$ cat src/rtl/kmce_pkg.sv
// shared types, constants and code table of the key matrix code encoder
package kmce_pkg;

  localparam int ROW_COUNT = 9;
  localparam int COL_COUNT = 10;
  localparam int ROW_W = 4;
  localparam int COL_W = 4;
  localparam int IDX_W = 8;
  localparam int CODE_W = 8;
  localparam int ROM_DEPTH = 181;
  localparam int IN_DATA_W = 96;
  localparam int OUT_DATA_W = 16;

  localparam logic [CODE_W-1:0] CTRL_MASK = 8'hbf;
  localparam logic [CODE_W-1:0] KANA_BIT = 8'h80;
  localparam logic [IDX_W-1:0] LAST_IDX = 8'd180;

  typedef struct packed {
    logic             hit;
    logic [COL_W-1:0] col;
  } lane_t;

  typedef struct packed {
    logic              pressed;
    logic [CODE_W-1:0] code;
  } result_t;

  localparam logic [CODE_W-1:0] CODE_ROM [0:ROM_DEPTH-1] = '{
    8'h00,
    8'h1b, 8'h1b, 8'h7c, 8'h7c, 8'h18, 8'h18, 8'h0f, 8'h0f, 8'h09, 8'h09,
    8'h1c, 8'h1c, 8'h30, 8'h00, 8'h50, 8'h70, 8'h3b, 8'h2b,
    8'h00, 8'h00, 8'h31, 8'h21, 8'h51, 8'h71, 8'h41, 8'h61, 8'h5a, 8'h7a,
    8'h17, 8'h17, 8'h2d, 8'h3d, 8'h40, 8'h60, 8'h3a, 8'h2a,
    8'h0b, 8'h0b, 8'h32, 8'h22, 8'h57, 8'h77, 8'h53, 8'h73, 8'h58, 8'h78,
    8'h03, 8'h03, 8'h5e, 8'h7e, 8'h5b, 8'h7b, 8'h5d, 8'h7d,
    8'h1f, 8'h1f, 8'h33, 8'h23, 8'h45, 8'h65, 8'h44, 8'h64, 8'h43, 8'h63,
    8'h0c, 8'h0c, 8'h5c, 8'h7c, 8'h0a, 8'h0a, 8'h00, 8'h00,
    8'h01, 8'h01, 8'h34, 8'h24, 8'h52, 8'h72, 8'h46, 8'h66, 8'h56, 8'h76,
    8'h04, 8'h04, 8'h7f, 8'h7f, 8'h08, 8'h08, 8'h0e, 8'h0e,
    8'h02, 8'h02, 8'h35, 8'h25, 8'h54, 8'h74, 8'h47, 8'h67, 8'h42, 8'h62,
    8'h75, 8'h75, 8'h64, 8'h64, 8'h00, 8'h00, 8'h20, 8'h20,
    8'h1e, 8'h1e, 8'h36, 8'h26, 8'h59, 8'h79, 8'h48, 8'h68, 8'h4e, 8'h6e,
    8'h37, 8'h37, 8'h34, 8'h34, 8'h31, 8'h31, 8'h30, 8'h30,
    8'h1d, 8'h1d, 8'h37, 8'h27, 8'h55, 8'h75, 8'h4a, 8'h6a, 8'h4d, 8'h6d,
    8'h38, 8'h38, 8'h35, 8'h35, 8'h32, 8'h32, 8'h11, 8'h11,
    8'h0d, 8'h0d, 8'h38, 8'h28, 8'h49, 8'h69, 8'h4b, 8'h6b, 8'h2c, 8'h3c,
    8'h39, 8'h39, 8'h36, 8'h36, 8'h33, 8'h33, 8'h12, 8'h12,
    8'h07, 8'h07, 8'h39, 8'h29, 8'h4f, 8'h6f, 8'h4c, 8'h6c, 8'h2e, 8'h3e,
    8'h63, 8'h63, 8'h66, 8'h66, 8'h61, 8'h61, 8'h2f, 8'h3f
  };

endpackage

$ cat src/rtl/kmce_lane.sv
// per-row lane: finds the highest pressed column of one matrix row
module kmce_lane (
  input  logic [kmce_pkg::COL_COUNT-1:0] bits,
  output kmce_pkg::lane_t                result
);

  always_comb begin
    result.hit = |bits;
    result.col = '0;
    for (int c = 0; c < kmce_pkg::COL_COUNT; c++) begin
      if (bits[c]) begin
        result.col = kmce_pkg::COL_W'(c);
      end
    end
  end

endmodule

$ cat src/rtl/kmce_merge.sv
// merge stage: picks the winning row, looks up the code, applies modifiers, holds the code
module kmce_merge (
  input  logic                                    clk,
  input  logic                                    rst,
  input  logic                                    accept,
  input  kmce_pkg::lane_t [kmce_pkg::ROW_COUNT-1:0] lanes,
  input  logic                                    ctrl_down,
  input  logic                                    shift_down,
  input  logic                                    kana_down,
  output kmce_pkg::result_t                       result
);

  logic [kmce_pkg::CODE_W-1:0] held_code;
  logic [kmce_pkg::CODE_W-1:0] held_code_next;
  logic                        any;
  logic [kmce_pkg::ROW_W-1:0]  win_row;
  logic [kmce_pkg::COL_W-1:0]  win_col;
  logic [kmce_pkg::IDX_W-1:0]  base;
  logic [kmce_pkg::IDX_W-1:0]  idx;
  logic [kmce_pkg::IDX_W-1:0]  rom_idx;
  logic [kmce_pkg::CODE_W-1:0] code;

  // last hit row in scan order wins
  always_comb begin
    any = 1'b0;
    win_row = '0;
    win_col = '0;
    for (int r = 0; r < kmce_pkg::ROW_COUNT; r++) begin
      if (lanes[r].hit) begin
        any = 1'b1;
        win_row = kmce_pkg::ROW_W'(r);
        win_col = lanes[r].col;
      end
    end
  end

  // index = (row + col*9)*2 + shift + 1
  always_comb begin
    base = {4'b0, win_row} + {1'b0, win_col, 3'b0} + {4'b0, win_col};
    idx = {base[6:0], 1'b0} + {7'b0, shift_down} + 8'd1;
    rom_idx = (idx <= kmce_pkg::LAST_IDX) ? idx : '0;
    code = kmce_pkg::CODE_ROM[rom_idx];
    if (ctrl_down) begin
      code = code & kmce_pkg::CTRL_MASK;
    end
    if (kana_down) begin
      code = code | kmce_pkg::KANA_BIT;
    end
    held_code_next = any ? code : held_code;
  end

  always_ff @(posedge clk) begin
    if (rst) begin
      held_code <= '0;
    end else if (accept) begin
      held_code <= held_code_next;
    end
  end

  assign result.pressed = any;
  assign result.code = held_code_next;

endmodule

$ cat src/rtl/kmce_out.sv
// two-entry output register with skid slot
module kmce_out (
  input  logic              clk,
  input  logic              rst,
  input  logic              in_valid,
  output logic              in_ready,
  input  kmce_pkg::result_t in_data,
  output logic              out_valid,
  input  logic              out_ready,
  output kmce_pkg::result_t out_data
);

  logic              skid_valid;
  kmce_pkg::result_t skid_data;
  logic              accept;
  logic              load_out;

  assign in_ready = !skid_valid;
  assign accept = in_valid && in_ready;
  assign load_out = out_ready || !out_valid;

  always_ff @(posedge clk) begin
    if (rst) begin
      out_valid <= 1'b0;
      skid_valid <= 1'b0;
    end else if (load_out) begin
      out_valid <= skid_valid || accept;
      skid_valid <= 1'b0;
    end else if (accept) begin
      skid_valid <= 1'b1;
    end
  end

  always_ff @(posedge clk) begin
    if (load_out) begin
      out_data <= skid_valid ? skid_data : in_data;
    end else if (accept) begin
      skid_data <= in_data;
    end
  end

endmodule

$ cat src/rtl/key_matrix_code_encoder_core.sv
// top level of the key matrix code encoder
// Takes one full matrix scan per clock while s_axis_tready is high and returns
// one item per scan: nine row lanes find the highest pressed column of each row in
// parallel, a merge stage picks the highest pressed row, forms the table index and
// looks up the code in the same cycle, and a two-entry output register lets a new
// scan in while an earlier result still waits. When no key is pressed the held code
// is repeated with key_pressed low and the modifiers are ignored.
module key_matrix_code_encoder_core (
  input  logic                             clk,
  input  logic                             rst,
  input  logic                             s_axis_tvalid,
  output logic                             s_axis_tready,
  // row_zero .. row_eight (10 bits each), ctrl_down, shift_down, kana_down, zero pad
  input  logic [kmce_pkg::IN_DATA_W-1:0]   s_axis_tdata,
  output logic                             m_axis_tvalid,
  input  logic                             m_axis_tready,
  // key_code (8 bits), key_pressed, zero pad
  output logic [kmce_pkg::OUT_DATA_W-1:0]  m_axis_tdata
);

  kmce_pkg::lane_t [kmce_pkg::ROW_COUNT-1:0] lanes;
  kmce_pkg::result_t                        result;
  kmce_pkg::result_t                        out_data;
  logic                                     accept;

  assign accept = s_axis_tvalid && s_axis_tready;

  for (genvar r = 0; r < kmce_pkg::ROW_COUNT; r++) begin : g_lane
    kmce_lane u_lane (
      .bits   (s_axis_tdata[r*kmce_pkg::COL_COUNT +: kmce_pkg::COL_COUNT]),
      .result (lanes[r])
    );
  end

  kmce_merge u_merge (
    .clk        (clk),
    .rst        (rst),
    .accept     (accept),
    .lanes      (lanes),
    .ctrl_down  (s_axis_tdata[90]),
    .shift_down (s_axis_tdata[91]),
    .kana_down  (s_axis_tdata[92]),
    .result     (result)
  );

  kmce_out u_out (
    .clk       (clk),
    .rst       (rst),
    .in_valid  (s_axis_tvalid),
    .in_ready  (s_axis_tready),
    .in_data   (result),
    .out_valid (m_axis_tvalid),
    .out_ready (m_axis_tready),
    .out_data  (out_data)
  );

  assign m_axis_tdata = {7'b0, out_data.pressed, out_data.code};

endmodule

$ cat config.mk
export PLATFORM = sky130hd
export DESIGN_NAME = key_matrix_code_encoder_core
export DESIGN_NICKNAME = d
export VERILOG_FILES = /design/src/rtl/kmce_pkg.sv /design/src/rtl/kmce_lane.sv /design/src/rtl/kmce_merge.sv /design/src/rtl/kmce_out.sv /design/src/rtl/key_matrix_code_encoder_core.sv
export SDC_FILE = /design/constraint.sdc
export NUM_CORES = 1
export LEC_CHECK = 0
export CAP_MARGIN = 20
export CELL_PAD_IN_SITES_DETAIL_PLACEMENT = 0
export CELL_PAD_IN_SITES_GLOBAL_PLACEMENT = 2
export CORE_MARGIN = 3
export CORE_UTILIZATION = 35
export DETAILED_ROUTE_END_ITERATION = 8
export DONT_BUFFER_PORTS = 1
export GPL_ROUTABILITY_DRIVEN = 0
export GPL_TIMING_DRIVEN = 0
export PLACE_DENSITY = 0.9
export REMOVE_ABC_BUFFERS = 1
export SYNTH_ARGS = -nofsm -noshare
export SYNTH_HDL_FRONTEND = slang
export SYNTH_SLANG_ARGS = --single-unit
$ cat constraint.sdc
create_clock -name clk -period 9.6 [get_ports clk]
set_input_delay 1.92 -clock clk [delete_from_list [all_inputs] [get_ports clk]]
set_output_delay 1.92 -clock clk [all_outputs]
set_load 0.02 [all_outputs]
After elaboration in Yosys (flattened, before gate mapping)
Memory sizes are Yosys's and may differ from the RTL's.
Cells that the tools add are included.
Word-level totals
  register bits after elaboration: 28
  memories: 1
  memory bits (read-only): 2048
  output and inout bits: 18
Operators by class
  mux-type cells: 114
  bitwise operators: 2
  $lt $le $gt $ge: 2
  reductions and logical operators: 16
  add/subtract/negate cells: 4
Memories
  (name not given): depth 256, bits a word 8, read ports 1, clocked after Yosys merged registers in 0, write ports 0, RTL line kmce_merge.sv:42  | code = kmce_pkg::CODE_ROM[rom_idx];
Operators by type and width (number)
  3-bit 2-to-1 mux: 40
  4-bit 2-to-1 mux: 28
  10-bit OR reduction: 9
  2-bit 2-to-1 mux: 20
  8-bit 2-to-1 mux: 5
  1-bit 2-to-1 mux: 19
  9-bit greater-or-equal comparator, second input constant: 1
  9-bit 2-to-1 mux: 1
  8-bit NOT with 9-bit output: 1
  8-bit by 1-bit adder with 8-bit output: 1
  8-bit by 1-bit adder with 8-bit output, second input constant: 1
  8-bit <= comparator, second input constant: 1
  4-bit by 7-bit adder with 7-bit output: 1
  7-bit by 4-bit adder with 7-bit output: 1
  7-bit 2-to-1 mux: 1
  1-bit zero test: 2
  1-bit logical OR: 2
  2-bit AND reduction: 1
  2-bit OR reduction: 1
  1-bit logical AND: 1
  1-bit NOT: 1

Longest topological paths before layout
Gate-level depths: netlist of run 1.
  word-level depth: 32
  mapped depth: 38

By module
Synthesis of run 1 repeated with hierarchy kept, for this count alone.
Unflattened totals
  cell total of the unflattened synthesis: 714
  area, all modules: 5017.3 um^2
By module, submodules not included
  kmce_merge: cells an instance 534, area an instance 3390.8 um^2, sequential area each 160.2 um^2, times used 1
  kmce_lane: cells an instance 15, area an instance 90.1 um^2, sequential area each 0.0 um^2, times used 9
  kmce_out: cells an instance 36, area an instance 753.2 um^2, sequential area each 580.6 um^2, times used 1
  key_matrix_code_encoder_core: cells an instance 9, area an instance 62.6 um^2, sequential area each 0.0 um^2, times used 1

Worst setup path before layout of run 1
Ideal clock, no wire load.
  path type: input to register
  start point: in s_axis_tdata[35] (netlist bit)
  end point: reg, netlist name u_out.out_data[0]
  data arrival time: 8.746 ns
  library setup time: 0.270 ns
  stages: 34
  path slack: 0.584 ns
  cell sequence: nor4_1 -> nand3_1 -> nor3_1 -> nand2_1 -> nor3_1 -> nor4_1 -> nor3_1 -> o21ai_0 -> a211o_1 -> a211oi_1 -> o21ai_0 -> ha_1 -> ha_1 -> fa_1 -> xnor2_1 -> nor2_1 -> and3_1 -> xnor2_1 -> nor2_1 -> o22ai_1 -> o32a_1 -> buf_6 -> buf_6 -> buf_2 -> nand2_1 -> ha_1 -> clkbuf_1 -> clkbuf_1 -> clkbuf_1 -> a21oi_1 -> a311oi_1 -> nor3_1 -> a211oi_1 -> o31ai_1
Between the ends
  word-level cells in the longest chain between the ends: 25
RTL lines
  start: declaration: RTL line key_matrix_code_encoder_core.sv:14  | input logic [kmce_pkg::IN_DATA_W-1:0] s_axis_tdata,
  3-bit 2-to-1 mux (3 in a row): RTL line kmce_lane.sv:11  | if (bits[c]) begin
  4-bit 2-to-1 mux (2 in a row): RTL line kmce_lane.sv:11
  4-bit 2-to-1 mux (6 in a row): RTL line kmce_merge.sv:29  | if (lanes[r].hit) begin
  4-bit by 7-bit adder with 7-bit output: RTL line kmce_merge.sv:39  | base = {4'b0, win_row} + {1'b0, win_col, 3'b0} + {4'b0, win_col};
  7-bit by 4-bit adder with 7-bit output: RTL line kmce_merge.sv:39
  8-bit by 1-bit adder with 8-bit output (2 in a row): RTL line kmce_merge.sv:40  | idx = {base[6:0], 1'b0} + {7'b0, shift_down} + 8'd1;
  8-bit <= comparator: RTL line kmce_merge.sv:41  | rom_idx = (idx <= kmce_pkg::LAST_IDX) ? idx : '0;
  8-bit 2-to-1 mux: RTL line kmce_merge.sv:41
  8-bit NOT with 9-bit output (implied by the code): RTL line kmce_merge.sv:42
  memory 256 x 8 bit
  8-bit 2-to-1 mux (implied by the code) (2 in a row): RTL line kmce_merge.sv:42
  7-bit 2-to-1 mux: RTL line kmce_merge.sv:43  | if (ctrl_down) begin
  8-bit 2-to-1 mux: RTL line kmce_merge.sv:46  | if (kana_down) begin
  8-bit 2-to-1 mux *: RTL line kmce_merge.sv:49  | held_code_next = any ? code : held_code;
  9-bit 2-to-1 mux *: RTL line kmce_out.sv:36  | out_data <= skid_valid ? skid_data : in_data;
Mark *: on every way between the ends. The rest lies on a longest branch, timed or not. The select of a mux whose other input is x is not followed.
A chain may end at the register's enable or synchronous reset.

==> results_dict.tcl, run 1 <==
set metrics [dict create \
    status "finished, final reports clean" \
    start_util_pct 36.30 \
    seq_area_um2 740.7 \
    grtUsageMet3_pct 2.361 \
    port_buffers 0 \
    critical_path.slowest_cell "or4_4" \
    crit_cells 29 \
    max_slew_margin_pct 35.00 \
    die_area_um2 15350 \
    dr_total_vias 5832 \
    rows 42 \
    syn_inst 728 \
    stdcell_count 880 \
    critPathTopFamily "compound AO/OA/AOI/OAI gates" \
    grt_pass1_vias 5274 \
    ff2ff_setup_slack_ns 7.65 \
    clock-sinks 28 \
    grt_util_all_layers_pct 22.05 \
    dr.pass1.iters 7 \
    synth_edf_count 18 \
    clk_latency_ns 0.26 \
    pre_cts_ws_ns -2.286 \
    crit_arrival_ns 9.29 \
    ys_seq_elements 28 \
    p_leak_nw 1.915 \
    ant_nets 0 \
    antenna_found_initial 0 \
    fin_nets 823 \
    postSynthAreaPerCell_um2 6.682 \
    cts_buffer_depth 2 \
    met2_usage_pct 36.16 \
    fill_cells 1400 \
    finalWirelength_um 18020 \
    die_h_um 123.9 \
    hold_class "reg -> reg" \
    tritoncts "yes" \
    grt_use_met1_pct 30.67 \
    cts_made_buffers 3 \
    critical_path_class "in -> reg" \
    tns_ns 0 \
    cp-startpoint "s_axis_tdata[27]" \
    path_buf_inv 2 \
    ys_types 83 \
    worst_pin_slew_ns 0.9735 \
    die_w_um 123.9 \
    area_delta_synth_final_pct 12.19 \
    yosys_warnings 0 \
    ios 118 \
    routedWlPerCell_um 20.47 \
    root_buffer "clkbuf_16" \
    setup_violations 0 \
    core_area_um2 13400 \
    hold_viol 0 \
    min_period_ns 9.278 \
    postSynth.asyncResetShare_pct 0 \
    power_mw 0.7069 \
    dp.cells 865 \
    maxCapViolCount 0 \
    diodes 0 \
    r2r-start "u_out.out_valid$_SDFFE_PP0P_" \
    final-max-slew-violation-count 0 \
    drc 0 \
    drive_gt1_share_pct 13.78 \
    ys_seq_area_share_pct 15.23 \
    overflow 0 \
    crit_path_end_kind "flop" \
    fin_ws_ns 0.3216 \
    worstReg2RegEnd "u_out.skid_data[2]$_DFFE_PP_" \
    via_per_inst 6.627 \
    multi_input_area_um2 4100 \
    fin_skew_ns 0.002001 \
    path_clk_slew_ns 0.06 \
    finalCritPeriodShare_pct 96.65 \
    grt_pass1_wl_um 27670 \
    max_stage_delay_ns 0.54 \
    syn_area_um2 4865 \
    crit_required_ns 9.61 \
    ff2ff_path_depth 2 \
    ys.flop_type "edfxtp_1" \
    grt_max_degree 36 \
    grt-busiest-layer "met2" \
    endpoint "u_out.out_data[3]$_DFFE_PP_" \
    timing.fmax_mhz 107.8 \
    hpwl_um 13020 \
    ir_drop_v 0.00006875 \
    critPathMaxFanout 22 \
    htree_num_levels 1 \
    powerDensity_nw_per_um2 129.5 \
    hold_buffers 0 \
    cp-start-kind "input pin" \
    initialDrtViolationCount 935 \
]
cells by family (layout without fill, tap and decap cells):
kind of cell / Yosys count / count (layout) / synth area share [%]
xor gates and xnor gates: 10 / 10 / 1.801
AOI/OAI and AO/OA: 275 / 275 / 38.27
other: 1 / 7 / 0.07709
adders and majority gates: 17 / 17 / 4.681
and+or+nand+nor: 313 / 313 / 30.94
DFF: 28 / 28 / 15.23
muxes: 8 / 8 / 1.800
buffers and inverters: 76 / 46 / 7.201
worst register-to-register path, cell delays in order, from the launching register on:
cell      delay, ns
dfxtp_1        0.45
nand2b_1       0.35
nor2b_1        0.78
per-layer routing:
layer / share of wire (%) / vias up
li1: - / 2697
met5: 0 / -
met3: 9.4 / 65
met4: 3.3 / 0
met1: 41 / 2700
met2: 47 / 370
placed cells by master (no fill, tap or decap), types with 6 or more instances in the layout:
cell type	count
a21o_1	7
a21oi_1	75
a31oi_1	20
and2_1	6
and3_1	11
buf_4	13
conb_1	7
dfxtp_1	10
edfxtp_1	18
ha_1	11
inv_1	19
mux2_2	6
nand2_1	57
nand2b_1	9
nand3_1	18
nand4_1	6
nor2_1	118
nor2_2	8
nor3_1	28
nor4_1	13
o211ai_1	11
o21ai_0	54
o22ai_1	13
o31ai_1	11
stage by stage:
stage          util (%)  cell area [um2]  hold WS, ns
2_1_floorplan         -             4619       0.4369
3_3_place_gp      36.12             4840       0.4465
3_5_place_dp      37.73             5056       0.4629
4_1_cts           39.37             5275       0.4727
5_1_grt           40.73             5458       0.4981
6_report          40.73             5458       0.4716
state kept, by name, indices dropped and copies added, names as in the netlist:
signal	flops
u_merge.held_code	8
u_out.skid_valid	1
u_out.skid_data	9
u_out.out_valid	1
u_out.out_data	9
cell usage after synthesis (4+ instances only):
master    number  share of area, %
buf_4          9               1.4
xnor2_1        7               1.3
nor2b_1        4              0.51
nor2_1       124               9.6
nand3_1       19               2.0
nand2_1       60               4.6
a21o_1         7               1.1
buf_2          7              0.72
a31oi_1       20               2.6
o21ai_0       55               5.7
a21oi_1       76               7.8
nor3_1        31               3.2
and2_1         6              0.77
o22ai_1       14               1.8
a221o_1        4              0.82
edfxtp_1      18                11
o32ai_1        5              0.90
o211ai_1      11               1.7
o221ai_1       5              0.90
ha_1          15               3.9
nor4_1        16               2.1
o21bai_1       5              0.77
o31ai_1       11               1.7
or2_2          5              0.64
o41ai_1        4              0.72
nand2b_1       9               1.2
nor4_2         5               1.3
and3_1        11               1.4
or4_1          4              0.62
a211oi_1       6              0.93
clkbuf_1      32               2.5
dfxtp_1       10               4.1
mux2_2         6               1.4
nand4_1        6              0.77
inv_1         20               1.5
final cells by class:
type	instances	area share, %
flip-flops and latches	28	13.57
repair buffers	21	4.379
well taps	176	4.035
multi-input cells	630	75.13
clock buffers	3	1.376
inverters	22	1.513
worst min path at each step:
stage / from / endpoint / depth (start not counted)
final: u_merge.held_code[3]$_SDFFE_PP0P_ / u_merge.held_code[3]$_SDFFE_PP0P_ / 2
after global routing: u_merge.held_code[3]$_SDFFE_PP0P_ / u_merge.held_code[3]$_SDFFE_PP0P_ / 2
after CTS: u_merge.held_code[3]$_SDFFE_PP0P_ / u_merge.held_code[3]$_SDFFE_PP0P_ / 2
after detailed placement: u_merge.held_code[3]$_SDFFE_PP0P_ / u_merge.held_code[3]$_SDFFE_PP0P_ / 2
after global placement: u_merge.held_code[3]$_SDFFE_PP0P_ / u_merge.held_code[3]$_SDFFE_PP0P_ / 2
after floorplan: u_merge.held_code[3]$_SDFFE_PP0P_ / u_merge.held_code[3]$_SDFFE_PP0P_ / 2
power breakdown:
part | switching (mW) | internal (mW) | total [mW]
logic | 0.274 | 0.166 | 0.440
registers | 0.0217 | 0.154 | 0.175
clock network | 0.0366 | 0.0552 | 0.0918
repair_timing:
item | CTS | global route
pin swaps | 2 | 8
buffers inserted | 3 | 9
setup endpoints to repair | 21 | 21
gates resized for setup | 19 | 23
Power figures use the tool's default switching activity.
==> inputs of run 2 (changes only) <==
Settings changed: GPL_TIMING_DRIVEN 0 to 1.
==> run 2 against run 1 <==
  * Worst hold slack hardly changed
  * Highest routed layer unchanged
  * Core utilization down 1.8 points
  * Via count decreased by 1.8%
  * Largest cell class unchanged
==> results_dict.tcl, run 2 (synthesis gave the netlist of run 1 again) <==
set metrics [dict create \
    status "finished, final reports clean" \
    stdcell_count 886 \
    hold_buffers 0 \
    clk_latency_ns 0.26 \
    final-max-slew-violation-count 0 \
    htree_num_levels 1 \
    core_area_um2 13400 \
    power_mw 0.6884 \
    rsz0062_at_grt "false" \
    dp.cells 879 \
    timing.fmax_mhz 110.5 \
    crit_top_cell "o21ai_0" \
    crit_path_end_kind "flop" \
    fin_nets 828 \
    hpwl_um 12940 \
    final_common_cell "nor2_1" \
    initialDrtViolationCount 727 \
    fin_skew_ns 0.003118 \
    crit_required_ns 9.73 \
    mostFrequentLayoutCells "122 x nor2_1, 76 x a21oi_1, 60 x nand2_1" \
    setup_violations 0 \
    finalCritPeriodShare_pct 94.26 \
    via_per_inst 6.465 \
    dr.pass1.iters 6 \
    min_period_ns 9.049 \
    tritoncts "yes" \
    die_area_um2 15350 \
    finalWirelength_um 17340 \
    port_buffers 0 \
    drc 0 \
    fill_cells 1417 \
    grt_pass1_vias 5374 \
    hold_slack_ns 0.4711 \
    overflow 0 \
    clock-sinks 28 \
    fin_ws_ns 0.5510 \
    drive_gt1_share_pct 11.55 \
    hold_viol 0 \
    critical_path.slowest_cell "or4_4" \
    grt_util_all_layers_pct 21.92 \
    die_h_um 123.9 \
    antenna_found_initial 0 \
    die_w_um 123.9 \
    cts_made_buffers 3 \
    tns_ns 0 \
    routedWlPerCell_um 19.57 \
    max_stage_delay_ns 0.54 \
    dr_total_vias 5728 \
    pre_cts_ws_ns 0.1944 \
    hold_class "reg -> reg" \
    cp-start-kind "input pin" \
    maxCapViolCount 0 \
    powerDensity_nw_per_um2 131.9 \
    root_buffer "clkbuf_16" \
    critical_path_class "in -> reg" \
    area_delta_synth_final_pct 7.253 \
    ios 118 \
    p_leak_nw 1.883 \
    top_regs "u_out.out_data x9, u_out.skid_data x9, u_merge.held_code x8" \
    grt_pass1_wl_um 27560 \
    max_slew_margin_pct 37.86 \
    rows 42 \
    crit_arrival_ns 9.18 \
    critPathMaxFanout 14 \
    worst_pin_slew_ns 0.9286 \
    path_clk_slew_ns 0.06 \
    start_util_pct 36.30 \
    ant_nets 0 \
    ir_drop_v 0.00006691 \
    cts_buffer_depth 2 \
    diodes 0 \
    grt_max_degree 35 \
]
[run 2: through the flow]
| step | area (um2) | utilization [%] |
|---|---|---|
| after floorplan | 4619 | - |
| after global placement | 5042 | 37.63 |
| after detailed placement | 5042 | 37.63 |
| after CTS | 5131 | 38.29 |
| after global routing | 5218 | 38.94 |
| final | 5218 | 38.94 |
[run 2: critical path, delay by kind of cell]
family	cells	cell delay, ns
simple gates	11	2.52
mux	1	0.22
fa+ha+maj	4	1.30
compound gates	15	3.21
[run 2: area by class of cell]
type	count	area (um2)	share of cell area, %
timing repair buffer	26	195.2	3.741
inverter	22	82.58	1.583
tap	176	220.2	4.221
sequential	28	740.7	14.20
clock buffer	4	88.84	1.703
multi-input combinational	630	3890	74.56
[run 2: where the power goes]
group	switching [mW]	leakage [nW]	internal, mW
combinational	0.263	1.58	0.150
clock	0.0360	0.0442	0.0637
sequential	0.0214	0.258	0.154
total	0.321	1.88	0.368
[run 2: timing repair]
item                                    in CTS  in global routing
gates resized for setup                      0                 12
buffers inserted                             0                  3
endpoints found under the setup margin       0                 14
[run 2: routing by layer]
layer | vias to the layer above | share of wire, % | GRT usage [%]
met3 | 43 | 8.7 | 2.407
li1 | 2718 | - | -
met4 | 0 | 2.9 | 7.598
met1 | 2657 | 43 | 29.61
met5 | - | 0 | 0
met2 | 310 | 46 | 36.30
[run 2: worst paths after layout]
path / start / to / slack [ns] / depth (start not counted)
worst max-delay path: s_axis_tdata[27] / u_out.out_data[3]$_DFFE_PP_ / 0.55 / 31
worst min-delay path: u_merge.held_code[3]$_SDFFE_PP0P_ / u_merge.held_code[3]$_SDFFE_PP0P_ / 0.47 / 2
worst max register to register: u_out.out_valid$_SDFFE_PP0P_ / u_out.skid_data[6]$_DFFE_PP_ / 7.68 / 2
worst min register to register: u_merge.held_code[3]$_SDFFE_PP0P_ / u_merge.held_code[3]$_SDFFE_PP0P_ / 0.47 / 2
